File: config.mk
export PLATFORM = sky130hd
export DESIGN_NAME = tmg_divider
export DESIGN_NICKNAME = d
export VERILOG_FILES = /design/src/hw/rtl/tmg_pkg.sv /design/src/hw/rtl/tmg_divider.sv
export SDC_FILE = /design/constraint.sdc
export NUM_CORES = 2
export LEC_CHECK = 0
export ABC_AREA = 1
export ABC_CLOCK_PERIOD_IN_PS = 14200
export BUFFER_PORTS_ARGS = -buffer_cell sky130_fd_sc_hd__buf_2
export CAP_MARGIN = 15
export CORE_ASPECT_RATIO = 1.25
export CORE_UTILIZATION = 45
export DETAILED_ROUTE_END_ITERATION = 7
export PLACE_DENSITY = 0.65
export SYNTH_ARGS = -nofsm -noshare
export SYNTH_HDL_FRONTEND = slang
export SYNTH_SLANG_ARGS = --single-unit
export TNS_END_PERCENT = 30
File: constraint.sdc
create_clock -name clk -period 14.2 [get_ports clk]
set_input_delay 2.84 -clock clk [delete_from_list [all_inputs] [get_ports clk]]
set_output_delay 2.84 -clock clk [all_outputs]
set_load 0.01 [all_outputs]
File: src/hw/rtl/tmg_pkg.sv
// Shared types, constants and arithmetic helpers of the torus mesh generator.
// No dependencies; all other files but tmg_channels import this package.
`timescale 1ns / 1ps
package tmg_pkg;

	localparam int MAX_SEGMENTS  = 256;
	localparam int FRACTION_BITS = 16;
	localparam int FULL_TURN     = 65536;
	localparam int ADDR_W        = 5;
	localparam int REG_COUNT     = 5;

	localparam logic FUNC_VERTEX = 1'b0;
	localparam logic FUNC_QUAD   = 1'b1;

	typedef enum logic [2:0] {
		REG_MAJOR,
		REG_MINOR,
		REG_RING,
		REG_TUBE,
		REG_SWEEP
	} reg_idx_t;

	localparam logic [3:0] VERTEX_WORDS = 4'd8;
	localparam logic [3:0] QUAD_WORDS   = 4'd6;
	localparam logic [3:0] FLAG_WORDS   = 4'd1;

	// divider: four lanes, each a long division of a 41 bit value by a 9 bit count
	localparam int LANES          = 4;
	localparam int LANE_A         = 0;	// sweep phase
	localparam int LANE_B         = 1;	// ring phase
	localparam int LANE_U         = 2;	// u texture coordinate
	localparam int LANE_V         = 3;	// v texture coordinate
	localparam int QUO_BITS       = 32;
	localparam int DIV_BITS_STAGE = 4;
	localparam int DIV_STAGES     = QUO_BITS / DIV_BITS_STAGE;

	localparam int CORDIC_STEPS    = 20;
	localparam int STEPS_PER_STAGE = 2;
	localparam int CORDIC_STAGES   = CORDIC_STEPS / STEPS_PER_STAGE + 1;
	localparam int CS_A            = 0;
	localparam int CS_B            = 1;
	localparam int MUL_STAGES      = 4;
	localparam int PIPE_DEPTH      = 1 + DIV_STAGES + CORDIC_STAGES + MUL_STAGES;

	localparam logic signed [33:0] CORDIC_INV_GAIN = 34'sd652032874;
	localparam logic signed [33:0] ATAN_TURNS [CORDIC_STEPS] = '{
		34'sd536870912, 34'sd316933406, 34'sd167458907, 34'sd85004756, 34'sd42667331,
		34'sd21354465,  34'sd10679838,  34'sd5340245,   34'sd2670163,  34'sd1335087,
		34'sd667544,    34'sd333772,    34'sd166886,    34'sd83443,    34'sd41722,
		34'sd20861,     34'sd10430,     34'sd5215,      34'sd2608,     34'sd1304
	};

	localparam logic [30:0] RST_MAJOR = 31'd65536;
	localparam logic [30:0] RST_MINOR = 31'd16384;
	localparam logic [8:0]  RST_RING  = 9'd16;
	localparam logic [8:0]  RST_TUBE  = 9'd32;
	localparam logic [16:0] RST_SWEEP = 17'd65536;

	typedef struct packed {
		logic [30:0] major_radius;
		logic [30:0] minor_radius;
		logic [8:0]  ring_segments;
		logic [8:0]  tube_segments;
		logic [16:0] sweep_turns;
		logic        ok;
		logic        closed;
	} cfg_t;

	typedef struct packed {
		logic [8:0]  rem;
		logic [31:0] w;
	} div_t;

	typedef struct packed {
		logic signed [33:0] x;
		logic signed [33:0] y;
		logic signed [33:0] z;
		logic [1:0]         quad;
	} cordic_t;

	typedef struct packed {
		logic [7:0][31:0] words;
		logic             func;
		logic             bad;
	} res_t;

	// restoring division: shift a numerator bit into the remainder, subtract when it fits
	function automatic div_t div_stage(input div_t din, input logic [8:0] dvs);
		div_t       r;
		logic [9:0] r2;
		r = din;
		for (int k = 0; k < DIV_BITS_STAGE; k++) begin
			r2 = {r.rem, r.w[31]};
			r.w = {r.w[30:0], 1'b0};
			if (r2 >= {1'b0, dvs}) begin
				r2 = r2 - {1'b0, dvs};
				r.w[0] = 1'b1;
			end
			r.rem = r2[8:0];
		end
		return r;
	endfunction

	function automatic cordic_t cordic_step(input cordic_t c, input int i);
		cordic_t            r;
		logic signed [33:0] xs;
		logic signed [33:0] ys;
		r = c;
		xs = c.x >>> i;
		ys = c.y >>> i;
		if (c.z >= 0) begin
			r.x = c.x - ys;
			r.y = c.y + xs;
			r.z = c.z - ATAN_TURNS[i];
		end else begin
			r.x = c.x + ys;
			r.y = c.y - xs;
			r.z = c.z + ATAN_TURNS[i];
		end
		return r;
	endfunction

	// round to nearest, ties up, then clamp to signed 32 bits
	function automatic logic signed [31:0] round_sat(input logic signed [67:0] v,
			input int sh);
		logic signed [67:0] t;
		t = (v + (68'sd1 <<< (sh - 1))) >>> sh;
		if (t > 68'sd2147483647)
			return 32'sh7fffffff;
		if (t < -68'sd2147483648)
			return 32'sh80000000;
		return t[31:0];
	endfunction

endpackage

File: src/hw/rtl/tmg_divider.sv
// Pipelined four-lane divider for phases and texture coordinates.
// Depends on tmg_pkg.
`timescale 1ns / 1ps
module tmg_divider (
	input  logic          clk,
	input  logic          en,
	input  tmg_pkg::div_t din [tmg_pkg::LANES],
	input  logic [8:0]    dvs [tmg_pkg::LANES],
	output logic [31:0]   quo [tmg_pkg::LANES]
);
	import tmg_pkg::*;

	div_t st_s [DIV_STAGES][LANES];

	always_ff @(posedge clk) begin
		if (en) begin
			for (int l = 0; l < LANES; l++) begin
				st_s[0][l] <= div_stage(din[l], dvs[l]);
				for (int s = 1; s < DIV_STAGES; s++)
					st_s[s][l] <= div_stage(st_s[s-1][l], dvs[l]);
			end
		end
	end

	always_comb begin
		for (int l = 0; l < LANES; l++)
			quo[l] = st_s[DIV_STAGES-1][l].w;
	end

endmodule

==> summary.md <==
| Metric | Value |
|---|---|
| Run status | `completed` |
| Reg area | `38300 um^2` |
| CP max stage delay | `0.73 ns` |
| Layout cells sized above 1 | `8.55%` |
| Most frequent cells in the layout | `3330 x nand2_1, 1304 x inv_1, 1276 x edfxtp_1` |
| Max clock buf depth | `4` |
| Die Width | `428 um` |
| Post-DR wirelength/cell | `17.0 um` |
| FF-to-FF Start | `st_s[1][236]` |
| Core Region | `226000 um^2` |
| Num CTS Buffers | `154` |
| Hold_sp | `st_s[0][541]` |
| Final critical-path share of the clock period | `76.8%` |
| Grt peak-use layer | `met2` |
| YS warnings | `0` |
| Syn nets | `13400` |
| Initial DRT Pass Iterations | `8` |
| Vias/cell | `5.36` |
| Synth unique cells | `51` |
| Final slew viol count | `0` |
| Final worst path period need | `10.90 ns` |
| Vias in the first global route | `81100` |
| Top_reg_cell synth | `edfxtp_1` |
| RSZ-0062 raised after global routing | `no` |
| Max Fanout on Critical Path | `32` |
| Commonest non-fill, non-tap cell in the layout | `nand2_1` |
| Syn avg cell area | `8.58 um^2` |
| Via count | `82100` |
| Largest register FFs | `1276` |
| Top post-synthesis cells by area | `edfxtp_1 37%, ha_1 14%, nand2_1 12%, inv_1 4.8%, xor2_1 4.0%` |
| Met2 usage | `39.8%` |
| Max Cap Viol | `0` |
| DP Wirelength | `192000 um` |
| Die Ht | `535 um` |
| # clock sinks | `1276` |
| Final Hold Fails | `0` |
| Leading registers by flop count | `st_s x1276` |
| Worst slew margin | `31.8%` |
| Port bufs | `329` |
| CP Data Arrival Time | `11.47 ns` |
| WL final | `261000 um` |
| Num rows | `195` |
| Post-synthesis sequential area ratio | `37.5%` |
| Area grow syn2layout | `9.04%` |
| Number of routed nets with antenna violations | `0` |
| Post_cts resized | `0` |
| EDFF count, synth | `1276` |
| Worst-Margin Slew | `1.02 ns` |
| Total GRT Usage | `22.3%` |
| Crit path max-delay cell type | `buf_2` |
| Placer Congestion | `0.919` |
| # DRC | `0` |
| Register with the most flip-flops | `st_s` |
| Max Fclk | `91.7 MHz` |
| Initial core utilization | `45.3%` |
| Top-area cell type share of the netlist area | `37.5%` |
| Post-Synthesis Cell Area | `102000 um^2` |
| Cts hold-fix bufs | `0` |
| Pin count of the biggest net entering global routing | `162` |
| CTS H-tree lvls | `4` |
| Worst-path clk slew | `0.06 ns` |
| CTS tree | `yes` |
| Critical Path Most Common Cell | `nand2_1` |
| Starting DRT DRC Count | `5204` |
| Post-route setup TNS | `0 ns` |
| Critical Path RT | `14.77 ns` |
| Met3 Track Usage GR | `3.17%` |
| Hold crit path type | `reg2reg` |
| Num ports | `330` |
| Postcts setup bufs | `0` |
| Fill cells | `21100` |
| Initial antenna violation count | `26` |
| Grt total ovfl | `0` |
| Hold_ws | `0.382 ns` |
| Worst setup EP type | `register` |
| Final setup vio count | `0` |
| Critical path class | `in2reg` |
| Grt met1 use | `27.0%` |
| Mapped Cells | `11900` |
| First-pass GRT wire length | `417000 um` |
| Worst-Skew Late Latency | `0.85 ns` |
| Die area | `229000 um^2` |
| Final Skew | `0.0534 ns` |
| Cell accounting for the most synthesized area | `edfxtp_1` |
| Clk root buf | `clkbuf_16` |
| Multi-input logic area | `57200 um^2` |
| FF+latch count, synth | `1276` |
| Nets@finish | `13700` |
| Crit path from | `dvs[28]` |
| Fraction of registers with async set/reset | `0%` |
| Startpoint Class | `primary input` |
-- worst max-delay path, delay by kind of cell --
| kind | cells | cell delay [ns] |
|---|---|---|
| simple gates | 20 | 2.81 |
| compound gates | 11 | 2.39 |
| buf+inv | 5 | 1.78 |
| fa+ha+maj | 4 | 1.58 |
-- metal layers --
layer	share of wire, %	wire (um)	vias to the layer above
met5	0.044	114	-
met4	3.8	9990	16
met3	4.8	12600	620
met2	49	128000	1993
met1	42	110000	38400
li1	-	-	41100
-- cell families (layout without fill, tap and decap cells) --
group                      Yosys count  after routing  synth area share [%]
and+or+nand+nor                   5231           5231                  22.4
buffers and inverters             1549           1994                  6.61
AOI/OAI and AO/OA                 1810           1810                  10.4
DFF                               1276           1276                  37.5
other                                0              8                     0
xor gates and xnor gates           772            772                  6.61
adders and majority gates         1276           1276                  16.5
-- area by class of cell --
cell class / instances / area share [%]
multi-input combinational: 9089 / 51.3
tap: 2955 / 3.32
inverter: 1326 / 4.46
clock inverter: 90 / 0.869
antenna: 8 / 0.0180
timing repair buffer: 399 / 2.11
sequential: 1276 / 34.4
clock buffer: 179 / 3.58
-- stage by stage --
step / setup slack, ns / utilization, % / instances / instance area, um^2
after floorplan: 3.99 / - / 11900 / 102000
final: 3.30 / 49.3 / 15300 / 111000
after detailed placement: 2.46 / 47.1 / 15000 / 107000
after global routing: 2.60 / 49.3 / 15300 / 111000
after global placement: 2.59 / 47.1 / 15000 / 107000
after CTS: 3.35 / 49.3 / 15300 / 111000
-- Yosys cell counts, types with 22 or more instances --
| master | count |
|---|---|
| o211ai_1 | 36 |
| buf_6 | 38 |
| o21a_1 | 24 |
| fa_1 | 124 |
| ha_1 | 1152 |
| a21oi_1 | 765 |
| nor2_2 | 22 |
| nand3_1 | 766 |
| edfxtp_1 | 1276 |
| nand3_2 | 47 |
| o21ai_1 | 192 |
| nor2_4 | 58 |
| o21ai_2 | 74 |
| buf_4 | 172 |
| a21o_1 | 88 |
| nand2_4 | 25 |
| nand3b_1 | 26 |
| nand4_1 | 115 |
| or2_2 | 30 |
| xnor2_1 | 305 |
| a31oi_1 | 92 |
| nor2_1 | 537 |
| o21bai_1 | 50 |
| xor2_1 | 467 |
| nand2_2 | 80 |
| nand3_4 | 27 |
| and2_1 | 23 |
| o21ai_0 | 361 |
| nor3_1 | 111 |
| nand2_1 | 3330 |
| inv_1 | 1308 |
| a21boi_0 | 35 |
-- path summary, 6_finish.rpt --
| kind | end | slack, ns | depth (start not counted) |
|---|---|---|---|
| worst max-delay path | st_s[1][163] | 3.30 | 40 |
| worst min-delay path | st_s[1][53] | 0.38 | 0 |
| worst max register to register | st_s[1][406] | 6.07 | 40 |
| worst min register to register | st_s[1][53] | 0.38 | 0 |
Power is not shown: default switching activity piles up to over one toggle a cycle in this logic, so the estimate is an artifact.
