File: config.mk
export PLATFORM = sky130hd
export DESIGN_NAME = tmg_cfg
export DESIGN_NICKNAME = d
export VERILOG_FILES = /design/src/hw/rtl/tmg_pkg.sv /design/src/hw/rtl/tmg_cfg.sv
export SDC_FILE = /design/constraint.sdc
export NUM_CORES = 1
export LEC_CHECK = 0
export BUFFER_PORTS_ARGS = -buffer_cell sky130_fd_sc_hd__buf_2
export CAP_MARGIN = 20
export CORE_ASPECT_RATIO = 0.8
export CORE_MARGIN = 2
export CORE_UTILIZATION = 35
export CTS_CLUSTER_SIZE = 16
export DETAILED_ROUTE_END_ITERATION = 8
export PLACE_DENSITY = 0.65
export RECOVER_POWER = 100
export SLEW_MARGIN = 20
export SYNTH_ARGS = -nofsm -noshare
export SYNTH_HDL_FRONTEND = slang
export SYNTH_SLANG_ARGS = --single-unit
File: constraint.sdc
create_clock -name clk -period 3.4 [get_ports clk]
set_input_delay 0.17 -clock clk [delete_from_list [all_inputs] [get_ports clk]]
set_output_delay 0.17 -clock clk [all_outputs]
set_load 0.01 [all_outputs]
File: src/hw/rtl/tmg_pkg.sv
// Shared types, constants and arithmetic helpers of the torus mesh generator.
// No dependencies; all other files but tmg_channels import this package.
`timescale 1ns / 1ps
package tmg_pkg;

	localparam int MAX_SEGMENTS  = 256;
	localparam int FRACTION_BITS = 16;
	localparam int FULL_TURN     = 65536;
	localparam int ADDR_W        = 5;
	localparam int REG_COUNT     = 5;

	localparam logic FUNC_VERTEX = 1'b0;
	localparam logic FUNC_QUAD   = 1'b1;

	typedef enum logic [2:0] {
		REG_MAJOR,
		REG_MINOR,
		REG_RING,
		REG_TUBE,
		REG_SWEEP
	} reg_idx_t;

	localparam logic [3:0] VERTEX_WORDS = 4'd8;
	localparam logic [3:0] QUAD_WORDS   = 4'd6;
	localparam logic [3:0] FLAG_WORDS   = 4'd1;

	// divider: four lanes, each a long division of a 41 bit value by a 9 bit count
	localparam int LANES          = 4;
	localparam int LANE_A         = 0;	// sweep phase
	localparam int LANE_B         = 1;	// ring phase
	localparam int LANE_U         = 2;	// u texture coordinate
	localparam int LANE_V         = 3;	// v texture coordinate
	localparam int QUO_BITS       = 32;
	localparam int DIV_BITS_STAGE = 4;
	localparam int DIV_STAGES     = QUO_BITS / DIV_BITS_STAGE;

	localparam int CORDIC_STEPS    = 20;
	localparam int STEPS_PER_STAGE = 2;
	localparam int CORDIC_STAGES   = CORDIC_STEPS / STEPS_PER_STAGE + 1;
	localparam int CS_A            = 0;
	localparam int CS_B            = 1;
	localparam int MUL_STAGES      = 4;
	localparam int PIPE_DEPTH      = 1 + DIV_STAGES + CORDIC_STAGES + MUL_STAGES;

	localparam logic signed [33:0] CORDIC_INV_GAIN = 34'sd652032874;
	localparam logic signed [33:0] ATAN_TURNS [CORDIC_STEPS] = '{
		34'sd536870912, 34'sd316933406, 34'sd167458907, 34'sd85004756, 34'sd42667331,
		34'sd21354465,  34'sd10679838,  34'sd5340245,   34'sd2670163,  34'sd1335087,
		34'sd667544,    34'sd333772,    34'sd166886,    34'sd83443,    34'sd41722,
		34'sd20861,     34'sd10430,     34'sd5215,      34'sd2608,     34'sd1304
	};

	localparam logic [30:0] RST_MAJOR = 31'd65536;
	localparam logic [30:0] RST_MINOR = 31'd16384;
	localparam logic [8:0]  RST_RING  = 9'd16;
	localparam logic [8:0]  RST_TUBE  = 9'd32;
	localparam logic [16:0] RST_SWEEP = 17'd65536;

	typedef struct packed {
		logic [30:0] major_radius;
		logic [30:0] minor_radius;
		logic [8:0]  ring_segments;
		logic [8:0]  tube_segments;
		logic [16:0] sweep_turns;
		logic        ok;
		logic        closed;
	} cfg_t;

	typedef struct packed {
		logic [8:0]  rem;
		logic [31:0] w;
	} div_t;

	typedef struct packed {
		logic signed [33:0] x;
		logic signed [33:0] y;
		logic signed [33:0] z;
		logic [1:0]         quad;
	} cordic_t;

	typedef struct packed {
		logic [7:0][31:0] words;
		logic             func;
		logic             bad;
	} res_t;

	// restoring division: shift a numerator bit into the remainder, subtract when it fits
	function automatic div_t div_stage(input div_t din, input logic [8:0] dvs);
		div_t       r;
		logic [9:0] r2;
		r = din;
		for (int k = 0; k < DIV_BITS_STAGE; k++) begin
			r2 = {r.rem, r.w[31]};
			r.w = {r.w[30:0], 1'b0};
			if (r2 >= {1'b0, dvs}) begin
				r2 = r2 - {1'b0, dvs};
				r.w[0] = 1'b1;
			end
			r.rem = r2[8:0];
		end
		return r;
	endfunction

	function automatic cordic_t cordic_step(input cordic_t c, input int i);
		cordic_t            r;
		logic signed [33:0] xs;
		logic signed [33:0] ys;
		r = c;
		xs = c.x >>> i;
		ys = c.y >>> i;
		if (c.z >= 0) begin
			r.x = c.x - ys;
			r.y = c.y + xs;
			r.z = c.z - ATAN_TURNS[i];
		end else begin
			r.x = c.x + ys;
			r.y = c.y - xs;
			r.z = c.z + ATAN_TURNS[i];
		end
		return r;
	endfunction

	// round to nearest, ties up, then clamp to signed 32 bits
	function automatic logic signed [31:0] round_sat(input logic signed [67:0] v,
			input int sh);
		logic signed [67:0] t;
		t = (v + (68'sd1 <<< (sh - 1))) >>> sh;
		if (t > 68'sd2147483647)
			return 32'sh7fffffff;
		if (t < -68'sd2147483648)
			return 32'sh80000000;
		return t[31:0];
	endfunction

endpackage

File: src/hw/rtl/tmg_cfg.sv
// APB register bank of the torus mesh generator and settings check.
// Depends on tmg_pkg.
`timescale 1ns / 1ps
module tmg_cfg (
	input  logic                      clk,
	input  logic                      arst_n,
	input  logic                      psel,
	input  logic                      penable,
	input  logic                      pwrite,
	input  logic [tmg_pkg::ADDR_W-1:0] paddr,
	input  logic [31:0]               pwdata,
	output logic [31:0]               prdata,
	output logic                      pready,
	output tmg_pkg::cfg_t             cfg
);
	import tmg_pkg::*;

	logic [30:0] major_q;
	logic [30:0] minor_q;
	logic [8:0]  ring_q;
	logic [8:0]  tube_q;
	logic [16:0] sweep_q;
	reg_idx_t    idx;
	logic        wr;

	assign pready = 1'b1;
	assign idx = reg_idx_t'(paddr[4:2]);
	assign wr = psel && penable && pwrite;

	always_ff @(posedge clk or negedge arst_n) begin
		if (!arst_n) begin
			major_q <= RST_MAJOR;
			minor_q <= RST_MINOR;
			ring_q <= RST_RING;
			tube_q <= RST_TUBE;
			sweep_q <= RST_SWEEP;
		end else if (wr) begin
			unique case (idx)
				REG_MAJOR: major_q <= pwdata[30:0];
				REG_MINOR: minor_q <= pwdata[30:0];
				REG_RING:  ring_q <= pwdata[8:0];
				REG_TUBE:  tube_q <= pwdata[8:0];
				REG_SWEEP: sweep_q <= pwdata[16:0];
				default: ;
			endcase
		end
	end

	always_comb begin
		unique case (idx)
			REG_MAJOR: prdata = {1'b0, major_q};
			REG_MINOR: prdata = {1'b0, minor_q};
			REG_RING:  prdata = {23'h0, ring_q};
			REG_TUBE:  prdata = {23'h0, tube_q};
			REG_SWEEP: prdata = {15'h0, sweep_q};
			default:   prdata = 32'h0;
		endcase
	end

	always_comb begin
		cfg.major_radius = major_q;
		cfg.minor_radius = minor_q;
		cfg.ring_segments = ring_q;
		cfg.tube_segments = tube_q;
		cfg.sweep_turns = sweep_q;
		cfg.closed = sweep_q == 17'(FULL_TURN);
		cfg.ok = major_q != '0 && minor_q != '0 && ring_q >= 9'd3
			&& 32'(ring_q) <= MAX_SEGMENTS && tube_q >= 9'd3
			&& 32'(tube_q) <= MAX_SEGMENTS && sweep_q != '0
			&& 32'(sweep_q) <= FULL_TURN;
	end

endmodule

==> results.ini <==
[pwr]
p_int_mw = 2.433
p_sw_share_pct = 32.75
vdd_drop_max_mv = 0.2867
pwr-share-clk_pct = 29.0
power_density_nw_per_um2 = 623.2
power_frac_comb_pct = 24.8
p_leak_nw = 2.517
switching_power_mw = 1.184
seq_power_share_pct = 46.2

[worst_setup_path]
r2r_end = sweep_q[11]
cp-start-kind = input pin
rrSetupSlack_ps = 2520
cp-end-kind = output port
worst-path-max-fanout = 23
critPathKind = input pin to output port
reg2reg_depth = 1
critPathArrivalTime_ps = 2430
reg2reg_from = sweep_q[11]
cp.required_ps = 3230

[worst_hold_path]
holdPathStages = 2
hold_end = minor_q[17]
min-delay-start = pwdata[17]
hold_class = input pin to register

[sta]
maxSlewHeadroom_pct = -32.56
finalSetupTns_ps = 0
slew_viol_final = 81
rsz0062_at_grt = false
fmax_ghz = 0.3852
fin_crit_ps = 2596
worst_pin_slew_ps = 1988
fin_skew_ps = 0
setup_viol = 0
finalHoldViolCount = 0
finalCritPeriodShare_pct = 76.35

[finish]
finalNonFillerCells = 714
drive_above_1_share_pct = 28.57
final_nets = 576
final_cell_mix = clkbuf_1 (132), mux2_2 (92), dfrtp_1 (92), buf_2 (43), nor2_1 (37)
antenna_cells = 0
syn2layout_area_growth_pct = 23.48
design_area_um2 = 5804
mostFrequentLayoutCell = clkbuf_1

[route]
final_antenna_net_count = 0
met1_length_um = 6775
vias_per_cell = 5.261
met3WireLength_um = 1049
vias = 3756
routed_wl_um = 14400
dr.max_layer_used = met4
dr.pass1.iters = 5
drcViolationCount = 0
met2WireLength_um = 6439
drt-wirelength-per-cell_um = 20.16
dr.first_iter.drc_count = 141

[floorplanning]
rows = 37
ioPinCount = 174
core_um2 = 13010
fp.dieW_um = 133.6
die-height_um = 107.7
start_util_pct = 36.14
dieArea_um2 = 14380

[global_route]
track_usage_pct = 19.98
grt_max_degree = 81
antenna_found_initial = 0
grt_pass1_wl_um = 21530
grt_pass1_vias = 3683
grt-ovfl-total = 0

[synthesis]
ys_seq_elements = 97
synth-xor-area-share_pct = 0.1863
synth-seq-area-share_pct = 51.77
yosys.area_share.simple_pct = 8.384
synth_fa_ha_area_share_pct = 0
synth_compound_area_share_pct = 5.696
syn_nets = 413
ys_warn_count = 0
netlist_area_um2 = 4701
syn_area_per_cell_um2 = 12.67
synth.distinct_cells = 31
syn-instance-count = 371
synth_top_family_by_area = multiplexers
muxShareOfSynthArea_pct = 30.88

[status]
status = finished with violations
violations = max-capacitance violations, max-slew violations

[clocking]
clkSlewWorstSetupHoldPaths_ps = 60
ctsRootBufferMaster = clkbuf_16
htree_levels = 3
worstSkewPairLatency_ps = 330
cts_buffer_depth = 2
cts_made_buffers = 9
cts.sinks = 97
cts_resized = 0
cts_tree = yes

[placed_design]
detailed_place_hpwl_um = 10720
placed_area_um2 = 5702
portBuffers = 168
placedCellCount = 697
routabilityCongestion = 0.8265

[flow_run]
drv_cap = 1

-- final cells by class --
class	instances	area (µm²)
clock inverter	3	67.56
fill	1301	7204
multi-input combinational	248	2105
tap	175	219.0
inverter	1	3.754
clock buffer	13	240.2
sequential	97	2434
timing repair buffer	177	735.7
-- state kept, by name (all words and copies together), names as in the netlist --
register  count
major_q      31
minor_q      31
ring_q        9
sweep_q      17
tube_q        9
-- power groups by stage --
stage / clock network [mW] / logic, mW / registers, mW
final: 1.05 / 0.896 / 1.67
after global routing: 1.13 / 0.972 / 1.71
after CTS: 1.08 / 0.991 / 1.67
after detailed placement: 0 / 0.986 / 1.69
after global placement: 0 / 0.971 / 1.67
after floorplan: 0 / 0.444 / 1.71
-- what timing repair did --
item	4_1_cts	5_1_grt
endpoints found under the hold margin	0	75
buffers inserted	0	0
hold buffers	0	1
-- cells by family (layout without fill, tap and decap cells) --
logic type / after synthesis / after routing
mux: 128 / 128
flops: 97 / 97
simple gates: 77 / 77
compound gates: 40 / 40
buf+inv: 26 / 194
other cells: 2 / 2
xor+xnor: 1 / 1
-- metal layers --
metal / vias up / track usage [%]
met2: 150 / 31.15
met3: 14 / 5.273
li1: 1705 / -
met4: 0 / 4.027
met5: - / 0
met1: 1887 / 28.19
-- worst max-delay path by stage --
| stage | from | endpoint | slack (ps) |
|---|---|---|---|
| 2_1_floorplan | ring_q[3] | cfg[1] | 1860 |
| 3_3_place_gp | paddr[4] | major_q[18] | 1190 |
| 3_5_place_dp | paddr[4] | major_q[15] | 1200 |
| 4_1_cts | minor_q[3] | cfg[1] | 1070 |
| 5_1_grt | paddr[4] | prdata[3] | 550 |
| 6_report | paddr[4] | prdata[2] | 800 |
-- critical path, stage by stage --
cell      delay [ps]
clkbuf_1         940
nor2b_1          710
a22oi_1          170
o22ai_1          220
clkbuf_1         200
-- synthesized netlist by cell type --
| cell | number | area, µm² |
|---|---|---|
| dfrtp_1 | 92 | 2302 |
| nor3b_2 | 1 | 12.51 |
| mux2_2 | 92 | 1036 |
| buf_1 | 1 | 3.750 |
| mux2_4 | 10 | 150.1 |
| nor3_1 | 2 | 10.01 |
| mux2i_1 | 22 | 220.2 |
| a22oi_1 | 18 | 135.1 |
| nand2_1 | 2 | 7.510 |
| or2_2 | 2 | 12.51 |
| buf_2 | 11 | 55.05 |
| a21oi_1 | 8 | 40.04 |
| or4b_1 | 1 | 10.01 |
| xnor2_1 | 1 | 8.760 |
| mux2_1 | 4 | 45.04 |
| conb_1 | 2 | 7.510 |
| nor4_1 | 21 | 131.4 |
| nor2b_1 | 2 | 12.51 |
| o22ai_1 | 10 | 62.56 |
| buf_6 | 1 | 11.26 |
| buf_4 | 5 | 37.54 |
| nor3b_1 | 1 | 7.510 |
| a31oi_1 | 2 | 12.51 |
| nor2_1 | 37 | 138.9 |
| nand3_1 | 2 | 10.01 |
| dfstp_2 | 5 | 131.4 |
| nor3_2 | 1 | 10.01 |
| inv_1 | 1 | 3.750 |
| a41oi_1 | 2 | 17.52 |
| clkbuf_1 | 7 | 26.28 |
| nand4_1 | 5 | 31.28 |
-- stage by stage --
stage	setup WS [ps]	total power, mW	hold slack, ps	util, %
floorplan	1862	2.155	-125.6	-
global placement	1186	2.640	388.3	43.83
detailed placement	1196	2.672	408.1	43.83
CTS	1068	3.737	46.37	46.20
global route	551.0	3.805	72.60	44.62
finish	803.9	3.617	76.34	44.62
Power figures use the tool's default switching activity.
