<file path="src/hw/rtl/tmg_pkg.sv">
// Shared types, constants and arithmetic helpers of the torus mesh generator.
// No dependencies; all other files but tmg_channels import this package.
`timescale 1ns / 1ps
package tmg_pkg;

	localparam int MAX_SEGMENTS  = 256;
	localparam int FRACTION_BITS = 16;
	localparam int FULL_TURN     = 65536;
	localparam int ADDR_W        = 5;
	localparam int REG_COUNT     = 5;

	localparam logic FUNC_VERTEX = 1'b0;
	localparam logic FUNC_QUAD   = 1'b1;

	typedef enum logic [2:0] {
		REG_MAJOR,
		REG_MINOR,
		REG_RING,
		REG_TUBE,
		REG_SWEEP
	} reg_idx_t;

	localparam logic [3:0] VERTEX_WORDS = 4'd8;
	localparam logic [3:0] QUAD_WORDS   = 4'd6;
	localparam logic [3:0] FLAG_WORDS   = 4'd1;

	// divider: four lanes, each a long division of a 41 bit value by a 9 bit count
	localparam int LANES          = 4;
	localparam int LANE_A         = 0;	// sweep phase
	localparam int LANE_B         = 1;	// ring phase
	localparam int LANE_U         = 2;	// u texture coordinate
	localparam int LANE_V         = 3;	// v texture coordinate
	localparam int QUO_BITS       = 32;
	localparam int DIV_BITS_STAGE = 4;
	localparam int DIV_STAGES     = QUO_BITS / DIV_BITS_STAGE;

	localparam int CORDIC_STEPS    = 20;
	localparam int STEPS_PER_STAGE = 2;
	localparam int CORDIC_STAGES   = CORDIC_STEPS / STEPS_PER_STAGE + 1;
	localparam int CS_A            = 0;
	localparam int CS_B            = 1;
	localparam int MUL_STAGES      = 4;
	localparam int PIPE_DEPTH      = 1 + DIV_STAGES + CORDIC_STAGES + MUL_STAGES;

	localparam logic signed [33:0] CORDIC_INV_GAIN = 34'sd652032874;
	localparam logic signed [33:0] ATAN_TURNS [CORDIC_STEPS] = '{
		34'sd536870912, 34'sd316933406, 34'sd167458907, 34'sd85004756, 34'sd42667331,
		34'sd21354465,  34'sd10679838,  34'sd5340245,   34'sd2670163,  34'sd1335087,
		34'sd667544,    34'sd333772,    34'sd166886,    34'sd83443,    34'sd41722,
		34'sd20861,     34'sd10430,     34'sd5215,      34'sd2608,     34'sd1304
	};

	localparam logic [30:0] RST_MAJOR = 31'd65536;
	localparam logic [30:0] RST_MINOR = 31'd16384;
	localparam logic [8:0]  RST_RING  = 9'd16;
	localparam logic [8:0]  RST_TUBE  = 9'd32;
	localparam logic [16:0] RST_SWEEP = 17'd65536;

	typedef struct packed {
		logic [30:0] major_radius;
		logic [30:0] minor_radius;
		logic [8:0]  ring_segments;
		logic [8:0]  tube_segments;
		logic [16:0] sweep_turns;
		logic        ok;
		logic        closed;
	} cfg_t;

	typedef struct packed {
		logic [8:0]  rem;
		logic [31:0] w;
	} div_t;

	typedef struct packed {
		logic signed [33:0] x;
		logic signed [33:0] y;
		logic signed [33:0] z;
		logic [1:0]         quad;
	} cordic_t;

	typedef struct packed {
		logic [7:0][31:0] words;
		logic             func;
		logic             bad;
	} res_t;

	// restoring division: shift a numerator bit into the remainder, subtract when it fits
	function automatic div_t div_stage(input div_t din, input logic [8:0] dvs);
		div_t       r;
		logic [9:0] r2;
		r = din;
		for (int k = 0; k < DIV_BITS_STAGE; k++) begin
			r2 = {r.rem, r.w[31]};
			r.w = {r.w[30:0], 1'b0};
			if (r2 >= {1'b0, dvs}) begin
				r2 = r2 - {1'b0, dvs};
				r.w[0] = 1'b1;
			end
			r.rem = r2[8:0];
		end
		return r;
	endfunction

	function automatic cordic_t cordic_step(input cordic_t c, input int i);
		cordic_t            r;
		logic signed [33:0] xs;
		logic signed [33:0] ys;
		r = c;
		xs = c.x >>> i;
		ys = c.y >>> i;
		if (c.z >= 0) begin
			r.x = c.x - ys;
			r.y = c.y + xs;
			r.z = c.z - ATAN_TURNS[i];
		end else begin
			r.x = c.x + ys;
			r.y = c.y - xs;
			r.z = c.z + ATAN_TURNS[i];
		end
		return r;
	endfunction

	// round to nearest, ties up, then clamp to signed 32 bits
	function automatic logic signed [31:0] round_sat(input logic signed [67:0] v,
			input int sh);
		logic signed [67:0] t;
		t = (v + (68'sd1 <<< (sh - 1))) >>> sh;
		if (t > 68'sd2147483647)
			return 32'sh7fffffff;
		if (t < -68'sd2147483648)
			return 32'sh80000000;
		return t[31:0];
	endfunction

endpackage

</file>
<file path="src/hw/rtl/tmg_channels.sv">


interface tmg_rsp_if;
	logic               valid;
	logic               ready;
	logic signed [31:0] word;
	logic               last;
	logic               bad_index;

	modport source (output valid, word, last, bad_index, input ready);
	modport sink (input valid, word, last, bad_index, output ready);
endinterface

</file>
<file path="src/hw/rtl/tmg_serializer.sv">
// Result serializer: holds one finished run and emits it word by word on rsp.
// Depends on tmg_pkg and tmg_channels.
`timescale 1ns / 1ps
module tmg_serializer (
	input  logic          clk,
	input  logic          arst_n,
	input  logic          load,
	input  tmg_pkg::res_t res,
	output logic          ser_ready,
	tmg_rsp_if.source     rsp
);
	import tmg_pkg::*;

	logic [7:0][31:0] sh_q;
	logic [3:0]       left_q;
	logic             bad_q;
	logic             take;

	assign take = rsp.valid && rsp.ready;
	assign ser_ready = left_q == '0 || (take && left_q == 4'd1);
	assign rsp.valid = left_q != '0;
	assign rsp.word = $signed(sh_q[0]);
	assign rsp.last = left_q == 4'd1;
	assign rsp.bad_index = bad_q;

	always_ff @(posedge clk or negedge arst_n) begin
		if (!arst_n) begin
			left_q <= '0;
			bad_q <= 1'b0;
		end else if (load) begin
			bad_q <= res.bad;
			if (res.bad)
				left_q <= FLAG_WORDS;
			else if (res.func == FUNC_QUAD)
				left_q <= QUAD_WORDS;
			else
				left_q <= VERTEX_WORDS;
		end else if (take) begin
			left_q <= left_q - 4'd1;
		end
	end

	always_ff @(posedge clk) begin
		if (load)
			sh_q <= res.bad ? '0 : res.words;
		else if (take)
			sh_q <= sh_q >> 32;
	end

	a_load_ready: assert property (@(posedge clk) disable iff (!arst_n)
		load |-> ser_ready)
		else $error("run loaded over a pending run");
	a_flag_single: assert property (@(posedge clk) disable iff (!arst_n)
		(rsp.valid && rsp.bad_index) |-> (rsp.last && rsp.word == 32'sd0))
		else $error("flagged result is not a single zero word");
	a_drain: assert property (@(posedge clk) disable iff (!arst_n)
		(take && rsp.last && !load) |=> !rsp.valid)
		else $error("result still valid after final word");
	a_advance: assert property (@(posedge clk) disable iff (!arst_n)
		(take && !rsp.last) |=> (rsp.valid && $past(left_q) == left_q + 4'd1))
		else $error("run did not advance by one word");

endmodule

</file>
<file path="src/flat_wrapper.sv">
// flat-port wrapper written by rule: the top's interface ports become plain ports
module tmg_serializer_flat import tmg_pkg::*;
  (clk, arst_n, load, res, ser_ready, rsp_valid, rsp_word, rsp_last, rsp_bad_index, rsp_ready);
  tmg_rsp_if rsp_i ();
  input  logic clk;
  input  logic arst_n;
  input  logic load;
  input  tmg_pkg::res_t res;
  output logic ser_ready;
  output wire logic [$bits(rsp_i.valid)-1:0] rsp_valid;
  output wire logic [$bits(rsp_i.word)-1:0] rsp_word;
  output wire logic [$bits(rsp_i.last)-1:0] rsp_last;
  output wire logic [$bits(rsp_i.bad_index)-1:0] rsp_bad_index;
  input wire logic [$bits(rsp_i.ready)-1:0] rsp_ready;
  assign rsp_valid = rsp_i.valid;
  assign rsp_word = rsp_i.word;
  assign rsp_last = rsp_i.last;
  assign rsp_bad_index = rsp_i.bad_index;
  assign rsp_i.ready = rsp_ready;
  tmg_serializer u_core (.clk(clk), .arst_n(arst_n), .load(load), .res(res), .ser_ready(ser_ready), .rsp(rsp_i));
endmodule
</file>
<file path="config.mk">
export PLATFORM = sky130hd
export DESIGN_NAME = tmg_serializer_flat
export DESIGN_NICKNAME = d
export VERILOG_FILES = /design/src/hw/rtl/tmg_pkg.sv /design/src/hw/rtl/tmg_channels.sv /design/src/hw/rtl/tmg_serializer.sv /design/src/flat_wrapper.sv
export SDC_FILE = /design/constraint.sdc
export NUM_CORES = 1
export LEC_CHECK = 0
export BUFFER_PORTS_ARGS = -buffer_cell sky130_fd_sc_hd__buf_2
export CORE_UTILIZATION = 40
export DETAILED_ROUTE_END_ITERATION = 8
export REMOVE_ABC_BUFFERS = 1
export SLEW_MARGIN = 25
export SYNTH_ARGS = -nofsm -noshare
export SYNTH_HDL_FRONTEND = slang
export SYNTH_SLANG_ARGS = --single-unit
export TNS_END_PERCENT = 50
</file>
<file path="constraint.sdc">
create_clock -name clk -period 48.5 [get_ports clk]
set_input_delay 4.85 -clock clk [delete_from_list [all_inputs] [get_ports clk]]
set_output_delay 4.85 -clock clk [all_outputs]
set_load 0.05 [all_outputs]
</file>
==> results of run 1 <==
-- state kept, by name, summed over array words and instances (netlist names) --
| register | cells |
|---|---|
| u_core.sh_q | 224 |
| u_core.rsp.word | 32 |
| u_core.left_q | 4 |
| u_core.rsp.bad_index | 1 |
-- final timing paths --
check,start,to,depth (start not counted)
max,rsp_ready,ser_ready,3
max in group asynchronous,arst_n,u_core.left_q[2],1
max reg2reg,u_core.left_q[0],u_core.rsp.word[14],7
min,u_core.rsp.bad_index,u_core.rsp.bad_index,1
min in group asynchronous,arst_n,u_core.left_q[3],1
min reg2reg,u_core.rsp.bad_index,u_core.rsp.bad_index,1
-- per-stage QoR --
| step | setup WS, ns | instances | hold WS, ns | util [%] |
|---|---|---|---|---|
| after global placement | 38.30 | 1185 | 0.493 | 46.1 |
| after floorplan | 24.50 | 548 | 0.525 | - |
| after CTS | 38.30 | 1234 | 0.523 | 49.2 |
| after detailed placement | 38.30 | 1185 | 0.499 | 46.1 |
| after global routing | 38.28 | 1242 | 0.532 | 49.4 |
| final | 38.31 | 1242 | 0.521 | 49.4 |
-- cells by family after synthesis --
| family | share of synthesized area [%] |
|---|---|
| AOI/OAI and AO/OA | 18.5 |
| adders and majority gates | 0.231 |
| buffers and inverters | 6.36 |
| DFF | 72.1 |
| muxes | 0.196 |
| and+or+nand+nor | 2.63 |
-- worst register-to-register path, delay by kind of cell (launching register included) --
family / cells / cell delay (ns)
fa+ha+maj: 1 / 0.24
flops: 1 / 0.39
buf+inv: 4 / 1.59
simple gates: 1 / 0.22
compound gates: 1 / 0.46
-- layer usage --
metal	track usage [%]	routed length (µm)
met3	3.18	1130
met4	6.36	624
met1	18.9	9220
met5	0	13
met2	26.7	11400
-- cell usage after synthesis (2+ instances only) --
| master | instances |
|---|---|
| a22o_1 | 223 |
| and2_1 | 32 |
| buf_2 | 17 |
| buf_4 | 32 |
| buf_6 | 27 |
| clkbuf_1 | 10 |
| dfrtp_1 | 5 |
| edfxtp_1 | 256 |
| ha_1 | 2 |
| inv_1 | 5 |
| nand2_1 | 2 |
| nor3b_1 | 2 |
| o21ai_0 | 6 |
-- layout make-up --
type | instances | area (µm²) | area share (%)
Clock inverter | 8 | 37.5 | 0.288
Timing Repair Buffer | 303 | 1580 | 12.1
Clock buffer | 41 | 778 | 5.98
Multi-Input combinational cell | 281 | 2350 | 18.1
Tap cell | 335 | 419 | 3.22
Sequential cell | 261 | 7810 | 60.0
Antenna cell | 7 | 17.5 | 0.135
Inverter | 6 | 27.5 | 0.211
-- power by group through the flow --
stage	registers (mW)	logic (mW)	clock network (mW)
floorplan	0.319	0.0314	0
global placement	0.295	0.0649	0
detailed placement	0.296	0.0661	0
CTS	0.291	0.0660	0.196
global route	0.294	0.0709	0.205
finish	0.291	0.0657	0.191
==> metrics.cfg, run 1 <==
[worst_setup_path]
cp_cell_sequence = buf_2 -> a21o_1 -> buf_2
crit_arrival_ns = 5.34
cp-end-kind = primary output
critPathBufInv = 2
cp_max_fo = 6
cpMostUsedCell = buf_2
required_ns = 43.65
worstSetupPathType = primary input to primary output
slowest_stage = buf_2
max_stage_delay_ns = 0.25
start_kind = primary input
crit_family = buffers and inverters
rrSetupSlack_ns = 45.21

[timing]
slew_headroom_pct = 36.4
fin_setup_tns_ns = 0
min_period_ns = 10.19
fmax_ghz = 0.0981
rsz0062_at_grt = false
hold_viol_final = 0
setup_viol = 0
clock_skew_ns = 0.00999
drv_slew = 0
tightest_slew_ns = 0.953
fin_crit_sh_pct = 21.0

[placed_design]
dp_hpwl_mm = 14.1
gp_congestion = 0.744
placed_area_um2 = 12200
port_buffers = 297

[clock_tree]
cts_tree = yes
cts_max_level = 1
post_cts_resized = 0
postCtsSetupBuffers = 0
clockRootBuffer = clkbuf_16
clk_latency_ns = 0.52
cts_hold_buf = 0
cts_buffer_depth = 3
cts.sinks = 261
path_clk_slew_ns = 0.06
cts_buffers = 27

[global_route]
grt_max_degree = 222
grt.overflow.total = 0
grt_pass1_vias = 6139
gr-usage-all-layers_pct = 15.5
antenna_found_initial = 8
grt_pass1_wl_mm = 33.6

[power_and_ir_drop]
power-per-cell-area_nw_per_um2 = 42.1
p_leak_nw = 5.44
intPower_mw = 0.420
power_switching_mw = 0.128
comb_power_share_pct = 12.0
ir_drop_mv = 0.0237
switching_share_pct = 23.3
p_seq_share_pct = 53.1
power_mw = 0.548
pwr-share-clk_pct = 34.9

[finish]
fill_cells = 2280
design_area_um2 = 13000
final_common_cell = buf_2
area_growth_syn_to_layout_pct = 20.1
final_cell_mix = buf_2 (297), edfxtp_1 (256), a22o_1 (223)
drive_above_1_share_pct = 38.3
fin_nets = 1144

[floorplan]
row_count = 59
fp.dieH_um = 167
fp.dieW_um = 167
ios = 298
core_area_um2 = 26400
dieArea_um2 = 27800
start_util_pct = 41.1

[synth]
synth_edf_count = 256
ys_types = 28
yosysWarnings = 0
ys.flop_type = edfxtp_1
syn_inst = 634
seq_area_frac_synth_pct = 72.1
synth_top_area_share_pct = 70.9
yosys_register_bits = 261
syn_area_um2 = 10800
ys_top_cells_by_area = edfxtp_1 (71%), a22o_1 (18%), buf_6 (2.8%), buf_4 (2.2%), and2_1 (1.8%)
synth.avg_cell_area_um2 = 17.1
synth_top_cell_by_area = edfxtp_1
async_flop_share_pct = 1.92

[routing]
drt_iter0_markers = 418
vias = 6250
ant_nets = 0
avgRoutedWirePerCell_um = 18.1
drc_errors = 0
totalWireLength_mm = 22.4
via_per_inst = 5.03
firstDrtPassIters = 4

[job]
cap_violations = 0

[outcome]
outcome = complete, no violations

[hold_path]
hold_class = flop to flop

Note: power is estimated with default switching activity, not from simulation.
==> inputs of run 2 (changes only) <==
--- a/config.mk
+++ b/config.mk
@@ -8,6 +8,7 @@
 export BUFFER_PORTS_ARGS = -buffer_cell sky130_fd_sc_hd__buf_2
 export CORE_UTILIZATION = 40
 export DETAILED_ROUTE_END_ITERATION = 8
+export PLACE_DENSITY = 0.66
 export REMOVE_ABC_BUFFERS = 1
 export SLEW_MARGIN = 25
 export SYNTH_ARGS = -nofsm -noshare
==> constraint.sdc (replaced) <==
create_clock -name clk -period 9.3 [get_ports clk]
set_input_delay 0.93 -clock clk [delete_from_list [all_inputs] [get_ports clk]]
set_output_delay 0.93 -clock clk [all_outputs]
set_load 0.05 [all_outputs]
==> run 2 against run 1 <==
First-iteration DRC count grew 16%. Count of clock-buffer cells in the layout down 6. Sequential power grew to 5.2 times the previous value. Worst setup slack got worse by 32 ns. Clock power grew to 5.7 times the previous value. Via count is 1.8% higher. Highest routed layer unchanged.
==> metrics.cfg, run 2 (synthesis gave the netlist of run 1 again) <==
[outcome]
outcome = complete, no violations  ; unchanged

[worst_setup_path]
crit_family = buffers and inverters  ; unchanged
cp_max_fo = 83  ; was 6
required_ns = 9.45  ; was 43.65 ns
r2r_start = u_core.left_q[0]  ; unchanged
crit_arrival_ns = 3.43  ; was 5.34 ns
reg2regPathDepth = 6  ; was 7
slowest_stage = buf_4  ; was buf_2
cp-end-kind = flop  ; was primary output
max_stage_delay_ns = 0.73  ; was 0.25 ns
critPathBufInv = 3  ; was 2
rrSetupSlack_ns = 6.02  ; was 45.21 ns
cp_cell_sequence = inv_1 -> ha_1 -> nor3b_1 -> o21ai_4 -> buf_4 -> buf_6  ; was buf_2 -> a21o_1 -> buf_2
worst_r2r_endpoint = u_core.rsp.word[24]  ; was u_core.rsp.word[14]
start_kind = flop  ; was primary input
worstSetupPathType = flop to flop  ; was primary input to primary output

[timing]
rsz0062_at_grt = false  ; unchanged
fin_crit_sh_pct = 35.2
tightest_slew_ns = 0.924  ; was 0.953 ns
fmax_ghz = 0.305
slew_headroom_pct = 38.4  ; was 36.4%
whs_ns = 0.214  ; was 0.521 ns
clock_skew_ns = 0.00877  ; was 0.00999 ns
setup_viol = 0  ; unchanged
min_period_ns = 3.28
hold_viol_final = 0  ; unchanged
drv_slew = 0  ; unchanged

[global_route]
gr-usage-all-layers_pct = 15.6  ; was 15.5%
grt_pass1_vias = 6321  ; was 6139
grt_pass1_wl_mm = 33.9  ; was 33.6 mm
antenna_found_initial = 13  ; was 8
grt_max_degree = 122  ; was 222
grt.overflow.total = 0  ; unchanged

[floorplan]
start_util_pct = 41.1  ; unchanged
fp.dieH_um = 167  ; unchanged
fp.dieW_um = 167  ; unchanged
row_count = 59  ; unchanged
dieArea_um2 = 27800  ; unchanged
ios = 298  ; unchanged
core_area_um2 = 26400  ; unchanged

[clock_tree]
post_cts_resized = 0  ; unchanged
cts_buffers = 28  ; was 27
cts_tree = yes  ; unchanged
postCtsSetupBuffers = 0  ; unchanged
path_clk_slew_ns = 0.06  ; about the same
cts_max_level = 1  ; unchanged
cts.sinks = 261  ; unchanged
clk_latency_ns = 0.53  ; was 0.52 ns
cts_buffer_depth = 3  ; unchanged
clockRootBuffer = clkbuf_16  ; unchanged
cts_hold_buf = 0  ; unchanged

[finish]
final_cells = 1250  ; was 1242
fin_nets = 1146  ; was 1144
top_register = u_core.sh_q  ; unchanged
drive_above_1_share_pct = 37.9  ; was 38.3%
area_growth_syn_to_layout_pct = 20.9  ; was 20.1%
fin_util_pct = 49.7  ; was 49.4%
design_area_um2 = 13100  ; was 13000 µm²
largest_reg_flops = 224  ; unchanged
final_cell_mix = buf_2 (297), edfxtp_1 (256), a22o_1 (223)  ; unchanged
final_common_cell = buf_2  ; unchanged

[power_and_ir_drop]
p_seq_share_pct = 51.6  ; was 53.1%
p_leak_nw = 5.47  ; was 5.44 nW
intPower_mw = 2.27  ; was 0.420 mW
power-per-cell-area_nw_per_um2 = 225  ; was 42.1 nW/µm²
pwr-share-clk_pct = 36.8  ; was 34.9%
comb_power_share_pct = 11.6  ; was 12.0%
power_switching_mw = 0.681  ; was 0.128 mW
ir_drop_mv = 0.117  ; was 0.0237 mV
switching_share_pct = 23.1  ; was 23.3%

[routing]
via_per_inst = 5.09  ; was 5.03
totalWireLength_mm = 22.7  ; was 22.4 mm
drc_errors = 0  ; unchanged
firstDrtPassIters = 4  ; unchanged
vias = 6363  ; was 6250
avgRoutedWirePerCell_um = 18.2  ; was 18.1 µm
ant_nets = 0  ; unchanged
drt_iter0_markers = 483  ; was 418

[job]
cap_violations = 0  ; unchanged

[placed_design]
gp_congestion = 0.747  ; was 0.744
port_buffers = 297  ; unchanged
dpl.cell_count = 1187  ; was 1185
placed_area_um2 = 12200  ; about the same
dp_hpwl_mm = 14.7  ; was 14.1 mm

[hold_path]
hold_class = primary input to async pin  ; was flop to flop

[run 2: layout make-up]
| type | count | area, µm² |
|---|---|---|
| tap | 335 | 419 |
| sequential | 261 | 7810 |
| multi-input combinational | 281 | 2350 |
| inverter | 6 | 27.5 |
| clock buffer | 35 | 748 |
| fill | 2204 | 13200 |
| antenna | 11 | 27.5 |
| timing repair buffer | 304 | 1570 |
| clock inverter | 17 | 149 |
[run 2: per-layer routing]
| layer | part of all wire, % | up-vias | GRT usage, % | wire [µm] |
|---|---|---|---|---|
| li1 | - | 3080 | - | - |
| met1 | 39 | 3050 | 18.0 | 8920 |
| met2 | 53 | 182 | 27.6 | 11900 |
| met3 | 4.9 | 47 | 3.21 | 1110 |
| met4 | 3.2 | 4 | 7.37 | 733 |
| met5 | 0.097 | - | 0 | 22 |
[run 2: worst max path at each step]
stage / endpoint / from / cells after the start
after floorplan: u_core.rsp.word[0] / load / 2
after global placement: u_core.rsp.word[18] / rsp_ready / 5
after detailed placement: u_core.rsp.word[24] / load / 5
after CTS: u_core.rsp.word[24] / u_core.left_q[0] / 6
after global routing: u_core.sh_q[58] / u_core.left_q[0] / 6
final: u_core.rsp.word[24] / u_core.left_q[0] / 6
[run 2: power groups by stage]
stage	logic, mW	clock network (mW)	registers [mW]
detailed placement	0.344	0	1.54
global route	0.370	1.16	1.53
floorplan	0.164	0	1.67
global placement	0.335	0	1.54
CTS	0.344	1.11	1.52
finish	0.342	1.08	1.52
[run 2: per-stage QoR]
stage                     total power, mW  setup slack, ns  setup TNS (ns)
after floorplan                      1.83           -10.78        -2759.91
after global placement               1.87             5.08               0
after detailed placement             1.89             5.35               0
after CTS                            2.97             5.75               0
after global routing                 3.06             5.78               0
final                                2.95             6.02               0
==> inputs of run 3 (changes only) <==
--- a/config.mk
+++ b/config.mk
@@ -5,10 +5,10 @@
 export SDC_FILE = /design/constraint.sdc
 export NUM_CORES = 1
 export LEC_CHECK = 0
+export ABC_AREA = 1
 export BUFFER_PORTS_ARGS = -buffer_cell sky130_fd_sc_hd__buf_2
 export CORE_UTILIZATION = 40
 export DETAILED_ROUTE_END_ITERATION = 8
-export PLACE_DENSITY = 0.66
 export REMOVE_ABC_BUFFERS = 1
 export SLEW_MARGIN = 25
 export SYNTH_ARGS = -nofsm -noshare
==> constraint.sdc (replaced) <==
create_clock -name clk -period 3.4 [get_ports clk]
set_input_delay 0.34 -clock clk [delete_from_list [all_inputs] [get_ports clk]]
set_output_delay 0.34 -clock clk [all_outputs]
set_load 0.05 [all_outputs]
==> run 3 against run 2 <==
Critical path depth did not move. Die area did not move. Clock power rose to 2.9 times the previous value. Synthesized cell count rose by 6.5%. Critical path type is now flop to primary output. Largest cell class unchanged. Largest power group unchanged.
==> metrics.cfg, run 3 <==
[synth]
async_flop_share_pct = 1.92  ; unchanged
ys.flop_type = edfxtp_1  ; unchanged
yosys-top-cells-count = edfxtp_1 (256), a22o_1 (224), buf_4 (45)  ; was edfxtp_1 (256), a22o_1 (223), and2_1 (32), buf_4 (32), buf_6 (27)
yosysWarnings = 0  ; unchanged
post-synth-top-count-cell = edfxtp_1  ; unchanged
synth_top_area_share_pct = 70.9  ; unchanged
synth_edf_count = 256  ; unchanged
syn_area_um2 = 10800  ; unchanged
synth.avg_cell_area_um2 = 16.1  ; was 17.1 µm²
syn_inst = 675  ; was 634
seq_area_frac_synth_pct = 72.1  ; unchanged
ys_types = 19  ; was 28
yosys_register_bits = 261  ; unchanged
ys_top_cells_by_area = edfxtp_1 (71%), a22o_1 (18%), buf_4 (3.1%), buf_6 (1.6%), inv_1 (1.4%)  ; was edfxtp_1 (71%), a22o_1 (18%), buf_6 (2.8%), buf_4 (2.2%), and2_1 (1.8%)
synth_top_cell_by_area = edfxtp_1  ; unchanged

[power_and_ir_drop]
ir_drop_mv = 0.438  ; was 0.117 mV
p_leak_nw = 5.72  ; was 5.47 nW
power-per-cell-area_nw_per_um2 = 653  ; was 225 nW/µm²

[timing]
fin_crit_sh_pct = 67.1
setup_viol = 0  ; unchanged
fin_ws_ns = 1.12  ; was 6.02 ns
tightest_slew_ns = 0.815  ; was 0.924 ns
clock_skew_ns = 0.0101  ; was 0.00877 ns
drv_slew = 0  ; unchanged
rsz0062_at_grt = false  ; unchanged
hold_viol_final = 0  ; unchanged
fin_setup_tns_ns = 0  ; unchanged
slew_headroom_pct = 45.7  ; was 38.4%
min_period_ns = 2.28
fmax_ghz = 0.438

[global_route]
grt_max_degree = 111  ; was 122
grt.overflow.total = 0  ; unchanged
antenna_found_initial = 3  ; was 13
grt_pass1_vias = 6402  ; was 6321
gr-usage-all-layers_pct = 16.0  ; was 15.6%
grt_pass1_wl_mm = 34.9  ; was 33.9 mm

[floorplan]
dieArea_um2 = 27800  ; unchanged
row_count = 59  ; unchanged
fp.dieH_um = 167  ; unchanged
core_area_um2 = 26400  ; unchanged
start_util_pct = 41.1  ; unchanged
fp.dieW_um = 167  ; unchanged
ios = 298  ; unchanged

[routing]
drt_iter0_markers = 456  ; was 483
vias = 6414  ; was 6363
firstDrtPassIters = 4  ; unchanged
avgRoutedWirePerCell_um = 17.8  ; was 18.2 µm
drc_errors = 0  ; unchanged
totalWireLength_mm = 23.0  ; was 22.7 mm
via_per_inst = 4.98  ; was 5.09
ant_nets = 0  ; unchanged

[finish]
area_growth_syn_to_layout_pct = 22.5  ; was 20.9%
final_cell_mix = buf_2 (297), edfxtp_1 (256), a22o_1 (224)  ; was buf_2 (297), edfxtp_1 (256), a22o_1 (223)
design_area_um2 = 13300  ; was 13100 µm²
final_common_cell = buf_2  ; unchanged
largest_reg_flops = 224  ; unchanged
drive_above_1_share_pct = 37.9  ; about the same
top_register = u_core.sh_q  ; unchanged
fin_nets = 1194  ; was 1146

[hold_path]
hold_class = primary input to flop  ; was primary input to async pin
holdPathStages = 2

[worst_setup_path]
cp_cell_sequence = inv_1 -> ha_1 -> nand3_1 -> nand2_1 -> o21ai_0 -> buf_2  ; was inv_1 -> ha_1 -> nor3b_1 -> o21ai_4 -> buf_4 -> buf_6
cp-end-kind = primary output  ; was flop
required_ns = 3.06  ; was 9.45 ns
reg2regPathDepth = 6  ; unchanged
crit_arrival_ns = 1.94  ; was 3.43 ns
max_stage_delay_ns = 0.36  ; was 0.73 ns
crit_family = buffers and inverters  ; unchanged
cp_max_fo = 4  ; was 83
slowest_stage = dfrtp_1  ; was buf_4
worstSetupPathType = flop to primary output  ; was flop to flop
path_depth = 6  ; unchanged
critPathBufInv = 2  ; was 3
start_kind = flop  ; unchanged

[placed_design]
dp_hpwl_mm = 15.2  ; was 14.7 mm
port_buffers = 297  ; unchanged
pre_cts_slack_ns = 1.32  ; was 5.35 ns
placed_area_um2 = 12300  ; was 12200 µm²
gp_congestion = 0.775  ; was 0.747

[clock_tree]
clockRootBuffer = clkbuf_16  ; unchanged
cts.sinks = 261  ; unchanged
clk_latency_ns = 0.53  ; about the same
cts_tree = yes  ; unchanged
postCtsSetupBuffers = 0  ; unchanged
post_cts_resized = 0  ; unchanged
cts_buffer_depth = 3  ; unchanged
cts_buffers = 28  ; unchanged
cts_hold_buf = 1  ; was 0
cts_max_level = 1  ; unchanged
path_clk_slew_ns = 0.06  ; about the same

[job]
cap_violations = 0  ; unchanged

[outcome]
outcome = complete, no violations  ; unchanged

-- run 3: cell types whose count changed in the layout (fill, tap and decap cells not counted), moves of 6 or more --
cell	before	now
and2_1	32	0
buf_12	0	6
clkinv_1	11	2
diode_2	11	2
inv_1	5	39
nand2_1	2	9
nor2_1	1	37
-- run 3: through the flow --
step / hold slack [ns] / power, mW / instances / utilization (%)
6_report: 0.0956 / 8.67 / 1289 / 50.4
5_1_grt: 0.0756 / 9.01 / 1289 / 50.4
4_1_cts: 0.0660 / 8.76 / 1287 / 50.4
3_5_place_dp: 0.169 / 5.63 / 1234 / 46.7
3_3_place_gp: 0.168 / 5.59 / 1234 / 46.7
2_1_floorplan: 0.0444 / 5.30 / 590 / -
-- run 3: per-layer routing --
| layer | share of wire, % | GRT usage [%] | vias up |
|---|---|---|---|
| li1 | - | - | 3164 |
| met2 | 51 | 28.1 | 192 |
| met3 | 5.5 | 3.14 | 29 |
| met5 | 0.044 | 0 | - |
| met1 | 42 | 20.0 | 3027 |
| met4 | 1.7 | 4.23 | 2 |
-- run 3: path summary, 6_finish.rpt --
kind	startpoint	end	slack, ns
setup reg to reg	u_core.left_q[0]	u_core.sh_q[250]	1.32
hold reg to reg	u_core.rsp.bad_index	u_core.rsp.bad_index	0.52
setup / recovery	u_core.left_q[0]	ser_ready	1.12
max in group asynchronous	arst_n	u_core.left_q[1]	3.08
hold / removal	res[95]	u_core.sh_q[93]	0.1
min in group asynchronous	arst_n	u_core.left_q[3]	0.18
-- run 3: layout make-up --
class                      instances  area, µm²
tap                              335        419
inverter                          41        159
clock inverter                    18        204
sequential                       261       7810
timing repair buffer             310       1670
fill                            2266      13100
antenna                            2       5.00
multi-input combinational        288       2250
clock buffer                      34        764
-- run 3: power by group --
group | total, mW | leakage [nW] | switching, mW | internal [mW]
Clock | 3.12 | 0.463 | 1.22 | 1.90
Sequential | 4.36 | 2.79 | 0.157 | 4.20
Combinational | 1.19 | 2.47 | 0.729 | 0.461
Total | 8.67 | 5.72 | 2.10 | 6.57
-- run 3: kinds of logic after synthesis --
family | after synthesis | share of synthesized area [%]
DFF | 261 | 72.1
and+or+nand+nor | 55 | 2.07
buffers and inverters | 126 | 7.24
AOI/OAI and AO/OA | 231 | 18.4
adders and majority gates | 2 | 0.231
